==> config.mk <==
export PLATFORM = sky130hd
export DESIGN_NAME = emc_cell
export DESIGN_NICKNAME = d
export VERILOG_FILES = /design/src/rtl/emc_pkg.sv /design/src/rtl/emc_cell.sv
export SDC_FILE = /design/constraint.sdc
export NUM_CORES = 1
export LEC_CHECK = 0
export BUFFER_PORTS_ARGS = -buffer_cell sky130_fd_sc_hd__buf_2
export CORE_AREA = 2 2 69 71
export CTS_BUF_LIST = sky130_fd_sc_hd__clkbuf_4 sky130_fd_sc_hd__clkbuf_8
export CTS_CLUSTER_DIAMETER = 120
export DETAILED_ROUTE_END_ITERATION = 10
export DIE_AREA = 0 0 71 73
export PLACE_DENSITY = 0.75
export SLEW_MARGIN = 15
export SYNTH_ARGS = -nofsm -noshare
export SYNTH_HDL_FRONTEND = slang
export SYNTH_SLANG_ARGS = --single-unit
==> constraint.sdc <==
create_clock -name clk -period 1.5 [get_ports clk]
set_input_delay 0.15 -clock clk [delete_from_list [all_inputs] [get_ports clk]]
set_output_delay 0.15 -clock clk [all_outputs]
set_load 0.05 [all_outputs]
==> src/rtl/emc_pkg.sv <==
`default_nettype none

package emc_pkg;

  // Number of reference entries, one per cell of the compare chain.
  localparam int REF_DEPTH = 256;
  localparam int CNT_W     = $clog2(REF_DEPTH + 1);
  localparam int TOTAL_W   = 16;

  typedef enum logic [1:0] {
    OP_LOAD   = 2'd0,
    OP_QUERY  = 2'd1,
    OP_FINISH = 2'd2
  } op_t;

  typedef struct packed {
    logic [15:0]       target;
    logic [7:0]        delay;
    logic signed [1:0] sign;
  } entry_t;

  // A query travelling down the chain, with what it has matched so far.
  typedef struct packed {
    logic   valid;
    entry_t key;
    logic   hit;
    logic   dhit;
    logic   shit;
  } token_t;

  // Events handed from the control and the chain end to the tally.
  typedef struct packed {
    logic done;
    logic hit;
    logic dhit;
    logic shit;
    logic overflow;
    logic finish;
  } tally_evt_t;

  // The pattern -2 counts as a negative sign, so it becomes -1.
  function automatic logic signed [1:0] sign_reduce(input logic [1:0] raw);
    logic signed [1:0] s;
    s = (raw == 2'b10) ? 2'sb11 : $signed(raw);
    return s;
  endfunction

endpackage

`default_nettype wire

==> src/rtl/emc_cell.sv <==
`default_nettype none

// One stage of the chain: holds one reference entry and compares the query
// passing through against it.
module emc_cell (
  input  logic            clk,
  input  logic            rst_n,
  input  logic            shift_en,
  input  logic            entry_used,
  input  emc_pkg::entry_t entry_in,
  input  emc_pkg::token_t token_in,
  output emc_pkg::entry_t entry_out,
  output emc_pkg::token_t token_out
);
  import emc_pkg::*;

  entry_t entry_r;
  token_t tok_r;
  token_t tok_nxt;
  logic   tok_valid_r;
  logic   match;

  assign match = entry_used && (entry_r.target == token_in.key.target);

  always_comb begin
    tok_nxt      = token_in;
    tok_nxt.hit  = token_in.hit  | match;
    tok_nxt.dhit = token_in.dhit | (match && (entry_r.delay == token_in.key.delay));
    tok_nxt.shit = token_in.shit | (match && (entry_r.sign == token_in.key.sign));
  end

  always_ff @(posedge clk) begin
    if (shift_en) begin
      entry_r <= entry_in;
    end
    tok_r <= tok_nxt;
  end

  always_ff @(posedge clk) begin
    if (!rst_n) begin
      tok_valid_r <= 1'b0;
    end else begin
      tok_valid_r <= token_in.valid;
    end
  end

  always_comb begin
    token_out       = tok_r;
    token_out.valid = tok_valid_r;
  end

  assign entry_out = entry_r;

endmodule

`default_nettype wire

=== Yosys cells after proc, flatten, opt, wreduce, memory -nomap -nowiden ===
Index checks and enable logic that the tools add are counted.
W data, S select, Z words.

* Bits in registers: 56
* Bits in latches: 0
* Bits in writable memories: 0
* Memory bits (read-only): 0
* Bits of input ports: 60
* Output and inout bits: 56
* Memories: 0

* Add/subtract/negate cells: 0
* $mul: 0
* Div/mod/pow operators: 0
* Order comparisons: 0
* Equal/unequal tests: 3
* Shift-type cells: 0
* Mux-type cells: 0
* Bitwise gates (word level): 3
* Reduce and logical (&&, ||, !) cells: 3

{| class="wikitable"
|+ Operators with widths
! kind !! count
|-
| $eq A16 B16 Y1 || 1
|-
| $eq A8 B8 Y1 || 1
|-
| $logic_and A1 B1 Y1 || 3
|-
| $or A1 B1 Y1 || 3
|-
| $eq A2 B2 Y1 || 1
|}

=== Depth between registers and ports, before layout ===
* Depth after elaboration: 4
* Gate-level depth with buffers: 4
* Depth with buffers taken out: 4

=== Worst setup path before layout ===
No wires, ideal clock.

* Path kind: reg-to-reg
* From: reg entry_r (netlist bit entry_out[14])
* To: reg tok_r (netlist bit token_out[0])
* Setup time: 0.101 ns
* Data arrival time: 1.569 ns
* Required time: 1.399 ns
* Path slack: -0.170 ns
* Stages on the path, launching flop included: 5
* Clock period less this slack: 1.670 ns
* Cell sequence: edfxtp_1 -> xor2_1 -> nor4_1 -> nand4_1 -> o41ai_1

{| class="wikitable"
|+ RTL lines
! what !! line !! source
|-
| start: declaration || emc_cell.sv:17 || <nowiki>entry_t entry_r;</nowiki>
|-
| start signal: assignment || emc_cell.sv:34 || <nowiki>entry_r <= entry_in;</nowiki>
|-
| end signal: assignment || emc_cell.sv:36 || <nowiki>tok_r <= tok_nxt;</nowiki>
|-
| end: declaration || emc_cell.sv:18 || <nowiki>token_t tok_r;</nowiki>
|}

==> metrics.md <==
| Metric | Value |
|---|---|
| Starting Density | 0.3746 |
| CTS tree | yes |
| LEAKAGE | 1.319 nW |
| Comb power frac | 0.225 |
| Slew headroom | 0.6005 |
| Synth Area per Inst | 17.70 um^2 |
| Initial DRC Count | 42 |
| Crit path launch type | primary input |
| Final Hold Slack | 0.01845 ns |
| Worst Path Buf+Inv | 2 |
| Switch Pwr | 0.001042 W |
| Wire per inst | 14.01 um |
| PortBufs | 115 |
| DRT Wirelength | 4482 um |
| Via count | 1430 |
| Register share of total power | 0.524 |
| Final Hold Viols | 0 |
| Class of the worst hold path | primary input to register |
| Worst-margin pin slew | 0.5992 ns |
| Clock Skew | 0.01343 ns |
| Clk pwr share | 0.252 |
| Detailed-route DRC error count | 0 |
| Pwr dens | 1144 nW/um^2 |
| Ys Warns | 0 |
| Syn Nets | 156 |
| Site Rows | 25 |
| GRT overflow | 0 |
| NumNets Final | 325 |
| Largest net degree at the start of global routing | 27 |
| Internal power | 0.002301 W |
| Area Overhead vs Synth | 72.02% |
| Clock Root Buffer | clkbuf_8 |
| Synthesized instance count | 96 |
| Skew-Pair Late Insertion Delay | 0.31 ns |
| Netlist Area Pre-Place | 1699 um^2 |
| Critical path class | primary input to register |
| Share of cells above drive strength 1 | 0.5000 |
| Worst slack, placed | -0.1173 ns |
| Post-synth top area share | 0.4595 |
| Critical-path top delay cell | dlygate4sd3_1 |
| CP Data Required Time | 1.70 ns |
| DP Wirelength | 2892 um |
| Max Fclk | 0.6389 GHz |
| H-tree Lvls | 2 |
| Worst stage delay on the critical path | 0.54 ns |
| Slew Viols, Final | 0 |
| Clk sink count | 56 |
| Failing checks | setup timing |
| Critical-path cell list | dlygate4sd3_1, buf_2, xor2_1, nor4_2, nand4_1, o41ai_1 |
| Switch share | 0.3117 |
| Final critical-path setup slack | -0.06522 ns |
| Outcome | finished with violations |
| Core area | 4536 um^2 |
| Longest Clk Path Bufs | 2 |
| Post-DRT Antenna Nets | 0 |
| First-pass GRT wire length | 6582 um |
| Cell type with the largest total area after synthesis | edfxtp_1 |
| Crit path depth | 6 |
| Ant diodes | 0 |
| CP endpoint kind | register |
| Commonest non-fill, non-tap cell in the layout | buf_2 |
| Filler cell count | 341 |
| Depth of the worst hold-timing path | 1 |
| Max-cap violations | 0 |
| Endpoints failing setup | 2 |
| Worst r2r path cells | 4 |
| Worst-path clk slew | 0.11 ns |
| Register area share after synthesis | 0.8130 |
| Top delay family on crit path | buffers and inverters |
| RD Place Congestion | 0.6925 |
| Die area | 5183 um^2 |
| Synth top area cells | edfxtp_1 (46%), dfxtp_1 (35%), xor2_1 (7.2%) |
| Initial antenna violation count | 0 |
| Total chip power | 0.003343 W |
| Synthesis-stage register bit count | 56 |
| Die Width | 71 um |
| Worst Path Max Fanout | 2 |
| Vias per cell | 4.469 |
| Vias in the first global route | 1455 |
| Commonest cells after routing, fill and taps aside | buf_2 (115), dlygate4sd3_1 (42), dfxtp_1 (30) |
| WP data arrival | 1.77 ns |
| Count of TritonRoute iterations in the first routing pass | 4 |
| Peak VDD IR | 0.6958 mV |
| Distinct cells, synth | 11 |
| Util after Layout | 0.6444 |
| RSZ-0062 raised after global routing | yes |
| Final worst-path cycle share | 1.043 |
| Fin crit period | 1.565 ns |
| Boundary Pins | 116 |
| Tot GR Track Use | 0.1701 |
| TritonCTS buffer count | 5 |
| Die H | 73 um |
sequential cells by signal (all words and copies together) (netlist names):
signal and flops:
token_out 29, entry_out 26, tok_valid_r 1
area by class of cell:
class	instances	area (um^2)	share of cell area
Clock buffer	5	68.82	0.02354
Clock inverter	3	27.53	0.009418
Inverter	2	7.507	0.002568
Multi-Input combinational cell	37	329.1	0.1126
Sequential cell	56	1381	0.4726
Tap cell	54	67.56	0.02312
Timing Repair Buffer	163	1041	0.3562
cells by family after synthesis:
family                    count (synthesis)  share of synthesized area
buffers and inverters                     3                   0.008840
DFF                                      56                     0.8130
AOI/OAI and AO/OA                         3                    0.01473
and+or+nand+nor                           8                    0.02946
xor gates and xnor gates                 26                     0.1340
cell usage after synthesis:
library cell	count
inv_1	2
dfxtp_1	30
nor4_1	3
xor2_1	14
edfxtp_1	26
o21bai_1	1
buf_4	1
xnor2_1	12
nand4_1	4
and2_1	1
o41ai_1	2
stage by stage:
step | setup TNS [ns] | area [um^2] | instances
final | -0.1238 | 2923 | 320
after global routing | -0.3234 | 2923 | 320
after CTS | -0.03743 | 2849 | 313
after detailed placement | -0.2105 | 2357 | 267
after global placement | -0.04745 | 2357 | 267
after floorplan | -0.3147 | 1699 | 96
worst paths after layout:
check / start / slack (ns) / end
setup / recovery: token_in[25] / -0.07 / token_out[0]
hold / removal: entry_in[12] / 0.02 / entry_out[12]
setup reg to reg: entry_out[12] / -0.02 / token_out[0]
hold reg to reg: entry_out[8] / 0.64 / token_out[1]
metal layers:
layer / GRT usage / share of wire / vias up
met2: 0.3219 / 0.55 / 84
met1: 0.1664 / 0.35 / 661
met4: 0.07128 / 0.027 / 0
li1: - / - / 671
met5: 0 / 0 / -
met3: 0.06215 / 0.077 / 14
what timing repair did:
item | in CTS | in global routing
resized for setup | 3 | 1
endpoints found under the setup margin | 2 | 3
endpoints found under the hold margin | 36 | 6
setup buffers | 2 | 1
pin swaps | 4 | 2
hold buffers | 36 | 6
power by group through the flow:
stage	Clock (W)	Sequential (W)	Combinational [W]
after CTS	0.000877	0.00175	0.000730
after global routing	0.000929	0.00176	0.000788
after floorplan	0	0.00213	0.0000783
final	0.000841	0.00175	0.000751
after global placement	0	0.00178	0.000642
after detailed placement	0	0.00178	0.000645
(Power assumes the default switching activity.)
