File: src/rtl/emc_pkg.sv
`default_nettype none

package emc_pkg;

  // Number of reference entries, one per cell of the compare chain.
  localparam int REF_DEPTH = 256;
  localparam int CNT_W     = $clog2(REF_DEPTH + 1);
  localparam int TOTAL_W   = 16;

  typedef enum logic [1:0] {
    OP_LOAD   = 2'd0,
    OP_QUERY  = 2'd1,
    OP_FINISH = 2'd2
  } op_t;

  typedef struct packed {
    logic [15:0]       target;
    logic [7:0]        delay;
    logic signed [1:0] sign;
  } entry_t;

  // A query travelling down the chain, with what it has matched so far.
  typedef struct packed {
    logic   valid;
    entry_t key;
    logic   hit;
    logic   dhit;
    logic   shit;
  } token_t;

  // Events handed from the control and the chain end to the tally.
  typedef struct packed {
    logic done;
    logic hit;
    logic dhit;
    logic shit;
    logic overflow;
    logic finish;
  } tally_evt_t;

  // The pattern -2 counts as a negative sign, so it becomes -1.
  function automatic logic signed [1:0] sign_reduce(input logic [1:0] raw);
    logic signed [1:0] s;
    s = (raw == 2'b10) ? 2'sb11 : $signed(raw);
    return s;
  endfunction

endpackage

`default_nettype wire

File: src/rtl/emc_out_if.sv
`default_nettype none

interface emc_out_if;
  logic        valid;
  logic        ready;
  logic [15:0] link_matches;
  logic [15:0] delay_matches;
  logic [15:0] sign_matches;
  logic        ref_overflow;
  logic        count_saturated;

  modport source (output valid, output link_matches, output delay_matches,
                  output sign_matches, output ref_overflow, output count_saturated,
                  input ready);
  modport sink   (input valid, input link_matches, input delay_matches,
                  input sign_matches, input ref_overflow, input count_saturated,
                  output ready);
endinterface

`default_nettype wire

File: src/rtl/emc_tally.sv
`default_nettype none

// Saturating match counters, sticky flags and the result register.
module emc_tally (
  input  logic                clk,
  input  logic                rst_n,
  input  emc_pkg::tally_evt_t evt,
  emc_out_if.source           out_if
);
  import emc_pkg::*;

  logic [TOTAL_W-1:0] link_r, link_nxt;
  logic [TOTAL_W-1:0] dly_r, dly_nxt;
  logic [TOTAL_W-1:0] sgn_r, sgn_nxt;
  logic               ovf_r, ovf_nxt;
  logic               sat_r, sat_nxt;
  logic               out_valid_r;
  logic [TOTAL_W-1:0] out_link_r, out_dly_r, out_sgn_r;
  logic               out_ovf_r, out_sat_r;

  always_comb begin
    link_nxt = link_r;
    dly_nxt  = dly_r;
    sgn_nxt  = sgn_r;
    ovf_nxt  = ovf_r | evt.overflow;
    sat_nxt  = sat_r;
    if (evt.done) begin
      if (evt.hit) begin
        if (&link_r) sat_nxt = 1'b1;
        else link_nxt = link_r + 1'b1;
      end
      if (evt.dhit) begin
        if (&dly_r) sat_nxt = 1'b1;
        else dly_nxt = dly_r + 1'b1;
      end
      if (evt.shit) begin
        if (&sgn_r) sat_nxt = 1'b1;
        else sgn_nxt = sgn_r + 1'b1;
      end
    end
    if (evt.finish) begin
      link_nxt = '0;
      dly_nxt  = '0;
      sgn_nxt  = '0;
      ovf_nxt  = 1'b0;
      sat_nxt  = 1'b0;
    end
  end

  always_ff @(posedge clk) begin
    if (!rst_n) begin
      link_r      <= '0;
      dly_r       <= '0;
      sgn_r       <= '0;
      ovf_r       <= 1'b0;
      sat_r       <= 1'b0;
      out_valid_r <= 1'b0;
    end else begin
      link_r <= link_nxt;
      dly_r  <= dly_nxt;
      sgn_r  <= sgn_nxt;
      ovf_r  <= ovf_nxt;
      sat_r  <= sat_nxt;
      if (evt.finish) begin
        out_valid_r <= 1'b1;
      end else if (out_if.ready) begin
        out_valid_r <= 1'b0;
      end
    end
  end

  always_ff @(posedge clk) begin
    if (evt.finish) begin
      out_link_r <= link_r;
      out_dly_r  <= dly_r;
      out_sgn_r  <= sgn_r;
      out_ovf_r  <= ovf_r;
      out_sat_r  <= sat_r;
    end
  end

  assign out_if.valid           = out_valid_r;
  assign out_if.link_matches    = out_link_r;
  assign out_if.delay_matches   = out_dly_r;
  assign out_if.sign_matches    = out_sgn_r;
  assign out_if.ref_overflow    = out_ovf_r;
  assign out_if.count_saturated = out_sat_r;

endmodule

`default_nettype wire

File: src/flat_wrapper.sv
// flat-port wrapper written by rule: the top's interface ports become plain ports
module emc_tally_flat import emc_pkg::*;
  (clk, rst_n, evt, out_if_valid, out_if_link_matches, out_if_delay_matches, out_if_sign_matches, out_if_ref_overflow, out_if_count_saturated, out_if_ready);
  emc_out_if out_if_i ();
  input  logic clk;
  input  logic rst_n;
  input  emc_pkg::tally_evt_t evt;
  output wire logic [$bits(out_if_i.valid)-1:0] out_if_valid;
  output wire logic [$bits(out_if_i.link_matches)-1:0] out_if_link_matches;
  output wire logic [$bits(out_if_i.delay_matches)-1:0] out_if_delay_matches;
  output wire logic [$bits(out_if_i.sign_matches)-1:0] out_if_sign_matches;
  output wire logic [$bits(out_if_i.ref_overflow)-1:0] out_if_ref_overflow;
  output wire logic [$bits(out_if_i.count_saturated)-1:0] out_if_count_saturated;
  input wire logic [$bits(out_if_i.ready)-1:0] out_if_ready;
  assign out_if_valid = out_if_i.valid;
  assign out_if_link_matches = out_if_i.link_matches;
  assign out_if_delay_matches = out_if_i.delay_matches;
  assign out_if_sign_matches = out_if_i.sign_matches;
  assign out_if_ref_overflow = out_if_i.ref_overflow;
  assign out_if_count_saturated = out_if_i.count_saturated;
  assign out_if_i.ready = out_if_ready;
  emc_tally u_core (.clk(clk), .rst_n(rst_n), .evt(evt), .out_if(out_if_i));
endmodule
File: config.mk
export PLATFORM = sky130hd
export DESIGN_NAME = emc_tally_flat
export DESIGN_NICKNAME = d
export VERILOG_FILES = /design/src/rtl/emc_pkg.sv /design/src/rtl/emc_out_if.sv /design/src/rtl/emc_tally.sv /design/src/flat_wrapper.sv
export SDC_FILE = /design/constraint.sdc
export NUM_CORES = 1
export LEC_CHECK = 0
export ABC_AREA = 1
export BUFFER_PORTS_ARGS = -buffer_cell sky130_fd_sc_hd__buf_4
export CORE_ASPECT_RATIO = 2
export CORE_MARGIN = 1.5
export CORE_UTILIZATION = 37
export DETAILED_ROUTE_END_ITERATION = 10
export HOLD_SLACK_MARGIN = 0.03
export RECOVER_POWER = 50
export SLEW_MARGIN = 5
export SYNTH_ARGS = -nofsm -noshare
export SYNTH_HDL_FRONTEND = slang
export SYNTH_SLANG_ARGS = --single-unit
File: constraint.sdc
create_clock -name clk -period 2.1 [get_ports clk]
set_clock_uncertainty 0.2 [all_clocks]
set_input_delay 0.21 -clock clk [delete_from_list [all_inputs] [get_ports clk]]
set_output_delay 0.21 -clock clk [all_outputs]
set_load 0.02 [all_outputs]
Yosys cells after proc, flatten, opt, wreduce, memory -nomap -nowiden
Index checks and enable logic that the tools add are counted.

Output and inout bits: 51. Memory bits (read-only): 0. Memories: 0. Bits in writable memories: 0. Bits in latches: 0. Register bits: 101.

Reduce and logical (&&, ||, !) cells: 8. Add/subtract/negate cells: 3. Equality and inequality tests: 0. Divide/modulo/power cells: 0. $lt $le $gt $ge: 0. $mul: 0. Muxes and demuxes: 8. Shift-type cells: 0. Bitwise gates (word level): 5.

Operators with widths (number): $add A16 B1 Y16 const B (3); $reduce_and A16 Y1 (3); $reduce_and A3 Y1 (3); $mux W1 (8); $not A1 Y1 (4); $reduce_bool A2 Y1 (1); $reduce_or A2 Y1 (1); $or A1 B1 Y1 (1).

Logic depth before layout (Yosys ltp)
Depth in word-level cells: 7. Depth in mapped cells: 9. Depth with buffers taken out: 9.

Worst setup path before layout
Ideal clock, no wire load.

Kind: register to register. Start point: reg u_core.link_r[0]. End point: reg u_core.link_r[10]. Period minus slack after synthesis: 1.836 ns. Data arrival time: 1.500 ns. Buffers on the path: 1. Required time: 1.764 ns. Setup slack: 0.264 ns. Cell stages (with the launch flop): 10. Library setup time: 0.136 ns. Cells stage by stage: dfxtp_1 -> ha_1 -> inv_2 -> nor2_4 -> nand2_2 -> o21ai_4 -> inv_2 -> buf_6 -> nand2_1 -> a21oi_2.

Longest elaborated chain between the ends: 3.

RTL lines: from (decl) (RTL line emc_tally.sv:12) `logic [TOTAL_W-1:0] link_r, link_nxt;`; from (signal assigned) (RTL line emc_tally.sv:59) `link_r <= link_nxt;`; branches (longest 3 deep; another with $add A16 B1 Y16).

Several ways; the timed one is not identified. A chain may end at the register's enable or synchronous reset.

Worst setup path after layout
Start point: reg u_core.sgn_r[0]. End point: reg u_core.sgn_r[6].

Longest elaborated chain between the ends: 3.

RTL lines: from (decl) (RTL line emc_tally.sv:14) `logic [TOTAL_W-1:0] sgn_r, sgn_nxt;`; from (signal assigned) (RTL line emc_tally.sv:61) `sgn_r <= sgn_nxt;`; branches (longest 3 deep; another with $add A16 B1 Y16).

Several ways; the timed one is not identified.

==> results.yml <==
synth:
  async_flop_share_pct: 0
  ys.flop_type: "dfxtp_1"
  syn-mean-instance-area_sq_um: 8.61
  synthCells: 520
  syn_area_sq_um: 4480
  yosysWarnings: 0
  synth-seq-cells: 101
  ys_seq_area_share_pct: 56.4
  yosysUniqueCellTypes: 26
  synth_edf_count: 50
  synthesis.nets: 532
die:
  die_x_microns: 80.8
  fp.dieH_microns: 159
  io_pins: 60
  dieArea_sq_um: 12800
  start_util_pct: 38.0
  placementRows: 56
  coreArea_sq_um: 11800
setup_path:
  cp_max_fo: 14
  crit_path_end_kind: "flop"
  required_ns: 2.11
  worst-endpoint-arrival_ns: 1.94
  crit_path_start_kind: "flop"
  path_class: "flop to flop"
power:
  p_leak_nw: 2.04
  ir_worst_vdd_v: 0.000413
  power_density_nw_per_um2: 744
global_route:
  grt_usage_pct: 17.0
  overflow: 0
  first_global_vias: 3595
  grt_max_degree: 27
  grt_pass1_wl_microns: 16500
  antenna_found_initial: 0
timing:
  holdWs_ns: 0.190
  setup-tns-final_ns: 0
  max_freq_mhz: 517
  slew_headroom_pct: 49.2
  finalCritPeriodShare_pct: 92.2
  setup_viol: 0
  worst_pin_slew_ns: 0.762
  layout_min_cycle_time_ns: 1.94
  hold_violations: 0
  slew_violations: 0
clock_tree:
  post_cts_buffers: 0
  cts-buffers-inserted: 9
  cts_tree: "built"
  htreeDepth: 3
  cts_sinks: 101
  clock_path_buffers: 2
  clock_latency_ns: 0.33
  cts.reportedPaths.clkPinSlew_ns: 0.07
  cts_root_buffer: "clkbuf_16"
layout:
  fin_cells: 745
  mostFrequentLayoutCell: "nand2_1"
  final_cell_mix: "177 x nand2_1, 67 x buf_4, 62 x nor2_1, 51 x dfxtp_1, 50 x edfxtp_1"
  area_growth_pct: 23.0
  fin_nets: 607
  diodes: 0
  drive_gt1_share_pct: 18.2
place:
  port_buffers: 59
  routabilityCongestion: 0.910
  hpwl_microns: 7480
  dp_cells: 726
routing:
  routed_wirelength_microns: 10200
  drtAntennaViolNets: 0
  drc: 0
  dr_total_vias: 3646
  firstDrtPassIters: 4
  drt-wirelength-per-cell_microns: 13.7
  drt-initial-drc-count: 190
  via_per_inst: 4.89
worst_hold_path:
  hp-class: "input port to flop"
run:
  cap_violations: 0
run_status:
  status: "finished clean"
==> routing by layer <==
layer	vias up	GRT usage, %	share of wire (%)
met3	24	3.78	3.4
li1	1842	-	-
met5	-	0	0
met4	0	7.06	2.8
met1	1700	17.2	38
met2	80	32.3	56
==> where the power goes <==
part | switching, mW | total [mW] | internal (mW)
logic | 0.138 | 0.218 | 0.0800
clock network | 0.688 | 1.76 | 1.08
registers | 0.0157 | 2.11 | 2.10
total | 0.841 | 4.10 | 3.25
==> what timing repair did <==
item / 4_1_cts / 5_1_grt
setup endpoints to repair: 11 / 10
gates resized for setup: 1 / 2
pin swaps: 0 / 0
endpoints found under the hold margin: 2 / 0
hold buffers: 3 / 0
==> flip-flops by register name, summed over array words and instances (netlist names) <==
signal	count
u_core.dly_r	16
u_core.link_r	16
u_core.out_if.delay_matches	16
u_core.out_if.link_matches	16
u_core.out_if.sign_matches	16
u_core.sgn_r	16
u_core.out_if.count_saturated	1
u_core.out_if.ref_overflow	1
u_core.out_if.valid	1
u_core.ovf_r	1
u_core.sat_r	1
==> worst paths after layout <==
kind / start / to / slack, ns / cells past startpoint
worst max register to register: u_core.sgn_r[0] / u_core.sgn_r[6] / 0.16 / 8
worst min register to register: u_core.sat_r / u_core.out_if.count_saturated / 0.23 / 0
worst max-delay path: u_core.sgn_r[0] / u_core.sgn_r[6] / 0.16 / 8
worst min-delay path: evt[4] / u_core.sat_r / 0.19 / 7
==> cell families after synthesis <==
family	synth area share, %
adders and majority gates	0.839
AOI/OAI and AO/OA	6.99
and+or+nand+nor	26.6
DFF	56.4
buffers and inverters	5.09
xor gates and xnor gates	4.11
==> stage by stage <==
stage          instance area, sq um  power, mW  setup WS [ns]  util [%]
6_report                       5500       4.10          0.164      46.8
2_1_floorplan                  4480       2.26          0.264         -
3_3_place_gp                   5150       2.37         0.0383      43.8
5_1_grt                        5500       4.24        -0.0155      46.8
4_1_cts                        5500       4.14          0.174      46.8
3_5_place_dp                   5150       2.37        -0.0346      43.8
==> critical path, stage by stage, from the launching register on <==
cell     delay [ns]
dfxtp_1        0.39
ha_1           0.25
inv_1          0.07
nor2_2         0.21
nand3_1        0.15
nor2_1         0.26
nor2_4         0.14
nand2_1        0.09
a21oi_1        0.06
==> cells in the mapped netlist (4+ instances only) <==
cell type | instances | area [sq um]
xor2_1 | 11 | 96.3
nand2_1 | 177 | 664
a21oi_1 | 34 | 170
dfxtp_1 | 51 | 1020
nand4_1 | 14 | 87.6
clkbuf_1 | 5 | 18.8
edfxtp_1 | 50 | 1500
nor2_2 | 7 | 43.8
o21ai_0 | 13 | 65.1
xnor2_1 | 10 | 87.6
nand3_1 | 15 | 75.1
a21oi_2 | 6 | 52.6
nor2_1 | 63 | 236
nor3_1 | 4 | 20.0
inv_1 | 40 | 150
==> final cells by class <==
cell class,instances,area (sq um)
Timing Repair Buffer,75,586
Inverter,42,158
Multi-Input combinational cell,366,1740
Sequential cell,101,2520
Clock inverter,4,72.6
Tap cell,145,181
Clock buffer,12,246
Fill cell,1154,6270
Note: power is estimated with default switching activity, not from simulation.
